`config.mk`:
```
export PLATFORM = sky130hd
export DESIGN_NAME = rcnf_ctrl
export DESIGN_NICKNAME = d
export VERILOG_FILES = /design/src/sv/rcnf_pkg.sv /design/src/sv/rcnf_ctrl.sv
export SDC_FILE = /design/constraint.sdc
export NUM_CORES = 1
export LEC_CHECK = 0
export BUFFER_PORTS_ARGS = -buffer_cell sky130_fd_sc_hd__buf_4
export CORE_MARGIN = 1
export CORE_UTILIZATION = 53
export CTS_CLUSTER_DIAMETER = 50
export DETAILED_ROUTE_END_ITERATION = 10
export PLACE_DENSITY = 0.84
export SLEW_MARGIN = 40
export SYNTH_ARGS = -nofsm -noshare
export SYNTH_HDL_FRONTEND = slang
export SYNTH_SLANG_ARGS = --single-unit
```
`constraint.sdc`:
```
create_clock -name clk_i -period 3.73 [get_ports clk_i]
set_input_delay 1.119 -clock clk_i [delete_from_list [all_inputs] [get_ports clk_i]]
set_output_delay 1.119 -clock clk_i [all_outputs]
set_load 0.05 [all_outputs]
```
`src/sv/rcnf_pkg.sv`:
```
// Shared constants and controller/datapath handshake types for the 3x3 RGB filter.
`default_nettype none
package rcnf_pkg;
  localparam int MaxWidth  = 1024;
  localparam int AddrW     = $clog2(MaxWidth);
  localparam int CoefBits  = 8;
  localparam int SumW      = 20;
  localparam int DivSteps  = SumW - 1;
  localparam int TapCnt    = 9;
  localparam int TapW      = $clog2(TapCnt);
  localparam int DivCntW   = $clog2(DivSteps + 1);
  localparam int SizeW     = 11;

  localparam logic [23:0]      KernReset   = 24'h010101;
  localparam logic [15:0]      DivReset    = 16'd9;
  localparam logic [SizeW-1:0] SizeReset   = 11'd1024;
  localparam logic [SizeW-1:0] SizeMin     = 11'd3;
  localparam logic [SizeW-1:0] SizeMax     = 11'd1024;

  // register indexes
  localparam logic [2:0] RegKernTop = 3'd0;
  localparam logic [2:0] RegKernMid = 3'd1;
  localparam logic [2:0] RegKernBot = 3'd2;
  localparam logic [2:0] RegDiv     = 3'd3;
  localparam logic [2:0] RegWidth   = 3'd4;
  localparam logic [2:0] RegHeight  = 3'd5;

  typedef struct packed {
    logic              capture;
    logic              mem_rd;
    logic              update;
    logic              mac_en;
    logic [TapW-1:0]   tap;
    logic              div_en;
    logic [DivCntW-1:0] div_step;
    logic              load_out;
  } cmd_t;

  typedef struct packed {
    logic interior;
    logic out_free;
  } stat_t;
endpackage
`default_nettype wire

```
`src/sv/rcnf_ctrl.sv`:
```
// Sequencer: read, window update, tap-serial MAC, serial divide, output load.
`default_nettype none
module rcnf_ctrl import rcnf_pkg::*; (
  input  logic  clk_i,
  input  logic  rst_ni,
  input  logic  in_valid_i,
  output logic  in_ready_o,
  input  stat_t stat_i,
  output cmd_t  cmd_o
);
  typedef enum logic [2:0] {
    StIdle, StRd, StUpd, StMac, StDiv, StOut
  } state_e;

  state_e             state_q, state_d;
  logic [TapW-1:0]    tap_q, tap_d;
  logic [DivCntW-1:0] div_q, div_d;

  always_comb begin
    state_d = state_q;
    tap_d   = tap_q;
    div_d   = div_q;
    case (state_q)
      StIdle: if (in_valid_i) state_d = StRd;
      StRd:   state_d = StUpd;
      StUpd: begin
        tap_d   = '0;
        state_d = stat_i.interior ? StMac : StIdle;
      end
      StMac: begin
        if (tap_q == TapW'(TapCnt - 1)) begin
          div_d   = '0;
          state_d = StDiv;
        end else begin
          tap_d = tap_q + 1'b1;
        end
      end
      StDiv: begin
        if (div_q == DivCntW'(DivSteps)) state_d = StOut;
        else div_d = div_q + 1'b1;
      end
      StOut: if (stat_i.out_free) state_d = StIdle;
      default: state_d = StIdle;
    endcase
  end

  always_ff @(posedge clk_i or negedge rst_ni) begin
    if (!rst_ni) begin
      state_q <= StIdle;
      tap_q   <= '0;
      div_q   <= '0;
    end else begin
      state_q <= state_d;
      tap_q   <= tap_d;
      div_q   <= div_d;
    end
  end

  always_comb begin
    cmd_o          = '0;
    cmd_o.capture  = (state_q == StIdle);
    cmd_o.mem_rd   = (state_q == StRd);
    cmd_o.update   = (state_q == StUpd);
    cmd_o.mac_en   = (state_q == StMac);
    cmd_o.tap      = tap_q;
    cmd_o.div_en   = (state_q == StDiv);
    cmd_o.div_step = div_q;
    cmd_o.load_out = (state_q == StOut) && stat_i.out_free;
  end
  assign in_ready_o = (state_q == StIdle);

`ifndef SYNTHESIS
  a_tap_range: assert property (@(posedge clk_i) disable iff (!rst_ni)
    state_q == StMac |-> tap_q <= TapW'(TapCnt - 1))
    else $error("tap count out of range");
  a_border_skip: assert property (@(posedge clk_i) disable iff (!rst_ni)
    (state_q == StUpd && !stat_i.interior) |=> state_q == StIdle)
    else $error("border pixel not dropped");
  a_div_done: assert property (@(posedge clk_i) disable iff (!rst_ni)
    (state_q == StDiv && div_q == DivCntW'(DivSteps)) |=> state_q == StOut)
    else $error("divide did not finish");
`endif
endmodule
`default_nettype wire

```
==> qor.yml <==
status:
  outcome: "finished clean"
sta:
  finalHoldViolations: 0
  setup_violations: 0
  skew_ns: 0.00432
  min_period_over_period_pct: 75.9
  final_max_slew_viol_count: 0
  min_period_ns: 2.83
  relSlewSlack_pct: 78.0
  worst_slew_pin_slew_ns: 0.326
  rsz0062_at_grt: "no"
  fin_setup_tns_ns: 0
  max_freq_mhz: 353
setup_path:
  cp.depth: 4
  crit_start: "stat_i[0]"
  r2r-start: "state_q[2]"
  start_kind: "input pin"
  critical_path.top_delay_family: "buffers and inverters"
  critPathSlowestCell: "buf_4"
  r2r-end: "div_q[1]"
  crit_chain: "buf_4, and2_1, nor2b_1, buf_4"
  crit_top_cell: "buf_4"
  critPathMaxFanout: 2
  reg2regPathDepth: 4
  endpoint_kind: "output pin"
  worstPathRequired_ns: 2.61
  cp.arrival_ns: 1.71
  crit_end: "cmd_o[0]"
  crit_type: "in2out"
  worst_path_largest_cell_delay_ns: 0.22
  cp_num_buf_inv: 2
  r2r_slack_ns: 2.16
yosys:
  ys.flop_type: "dfrtp_1"
  syn_area_um2: 749
  synthCells: 76
  synthArstFlopShare_pct: 100
  yosysSeqAreaShare_pct: 40.1
  synth_fp_nets: 84
  ys_ff_latch: 12
  synth_edf_count: 0
  synth_cell_types: 35
  avgSynthCellArea_um2: 9.86
  yosysWarnings: 0
placed_design:
  io_buffer_count: 20
  dp_hpwl_mm: 1.15
  finalWeightedCongestion: 0.681
  dp.cells: 107
route:
  antenna_left: 0
  drtIter0Drc: 13
  via_per_inst: 5.53
  wl_per_cell_um: 13.6
  via_count: 614
  firstDrtPassIters: 3
  totalWireLength_mm: 1.51
  drc_errors: 0
die:
  die_area_mm2: 0.00157
  std_cell_rows: 13
  die_h_um: 39.6
  io_pins: 21
  die_x_um: 39.6
  coreArea_mm2: 0.00130
  initial_core_util_pct: 57.6
hold_path:
  hold_class: "reg2reg"
layout:
  fin_cells: 111
  antenna_cells_inserted: 0
  finalNetCount: 105
  area_delta_synth_final_pct: 23.5
  multiInputGateArea_um2: 390
  drive_gt1_share_pct: 32.3
  nFillCells: 118
  regArea_um2: 300
flow_run:
  drv_cap: 0
cts:
  cts_tree: "yes"
  post_cts_resized: 0
  clkTransAtPathRegs_ns: 0.07
  postCtsSetupRepairBufs: 0
  clkLatencyLatePin_ns: 0.27
  cts-root-buf: "clkbuf_4"
  clkSinkCount: 12
  cts_made_buffers: 3
  clockBufferDepth: 2
  hold_buffers: 0
  htreeDepth: 1
power:
  ir_drop_uv: 406
  total_power_uw: 652
  power_density_mw_per_mm2: 704
  power_leakage_uw: 0.000455
grt:
  grt_pass1_vias: 539
  grt_pass1_wl_mm: 2.34
  grt_max_degree: 13
  grt_antenna_before_repair: 0
  grt.overflow.total: 0
  track_usage_pct: 23.1
kinds of logic after synthesis:
kind of cell / share of synthesized area, %
AO/OA/AOI/OAI: 13.5
adder cells (fa/ha/maj): 5.01
XOR/XNOR: 2.34
AND/OR/NAND/NOR: 25.7
multiplexers: 5.51
buffers and inverters: 7.85
flip-flops: 40.1
layer usage:
layer / wire, µm / track usage (%) / vias up
met3: 57 / 5.11 / 4
met2: 730 / 34.4 / 15
met1: 703 / 30.6 / 287
met4: 19 / 12.1 / 0
met5: 0 / 0 / -
li1: - / - / 308
area by class of cell:
class | count | share of cell area [%]
Multi-Input combinational cell | 52 | 42.2
Sequential cell | 12 | 32.4
Timing Repair Buffer | 20 | 16.2
Clock buffer | 4 | 3.92
Inverter | 8 | 3.24
Tap cell | 15 | 2.03
stage by stage:
stage	cell area (µm²)	worst slack, ns	hold slack [ns]	util, %
after floorplan	749	0.588	0.597	-
after global placement	890	0.932	0.524	68.4
after detailed placement	890	0.904	0.531	68.4
after CTS	926	0.904	0.541	71.2
after global routing	926	0.857	0.578	71.2
final	926	0.898	0.542	71.2
registers in the layout, indices dropped and copies added, names as in the netlist:
register,cells
tap_q,4
state_q,3
div_q,5
cell usage in the layout, fill, tap and decap left out, types with 2 or more instances in the layout:
cell type	Yosys	layout
dfrtp_1	12	12
inv_1	7	7
ha_1	3	3
mux2i_1	3	3
nand2_1	7	7
nor3_1	2	2
xor2_1	2	2
nand2b_1	4	4
buf_4	1	20
o221ai_1	2	2
nand3b_1	2	2
o21ai_0	4	4
o22ai_1	2	2
a31o_1	2	2
clkbuf_4	0	3
nand3_1	3	3
synthesized netlist by cell type (3+ instances only):
library cell  number  area [µm²]
dfrtp_1           12         300
ha_1               3        37.5
inv_1              7        26.3
mux2i_1            3        30.0
nand2_1            7        26.3
nand2b_1           4        25.0
nand3_1            3        15.0
o21ai_0            4        20.0
report_power, final:
| part | leakage (µW) | switching [µW] | internal, µW |
|---|---|---|---|
| registers | 0.000161 | 43.6 | 155 |
| logic | 0.000273 | 233 | 117 |
| clock network | 0.0000210 | 43.9 | 59.3 |
worst min-delay path by stage:
stage | cells after the start | startpoint | endpoint
5_1_grt | 1 | tap_q[2] | tap_q[2]
2_1_floorplan | 2 | state_q[2] | state_q[1]
3_5_place_dp | 1 | tap_q[2] | tap_q[2]
4_1_cts | 1 | tap_q[2] | tap_q[2]
6_report | 1 | tap_q[2] | tap_q[2]
3_3_place_gp | 1 | tap_q[2] | tap_q[2]
(Power assumes the default switching activity.)
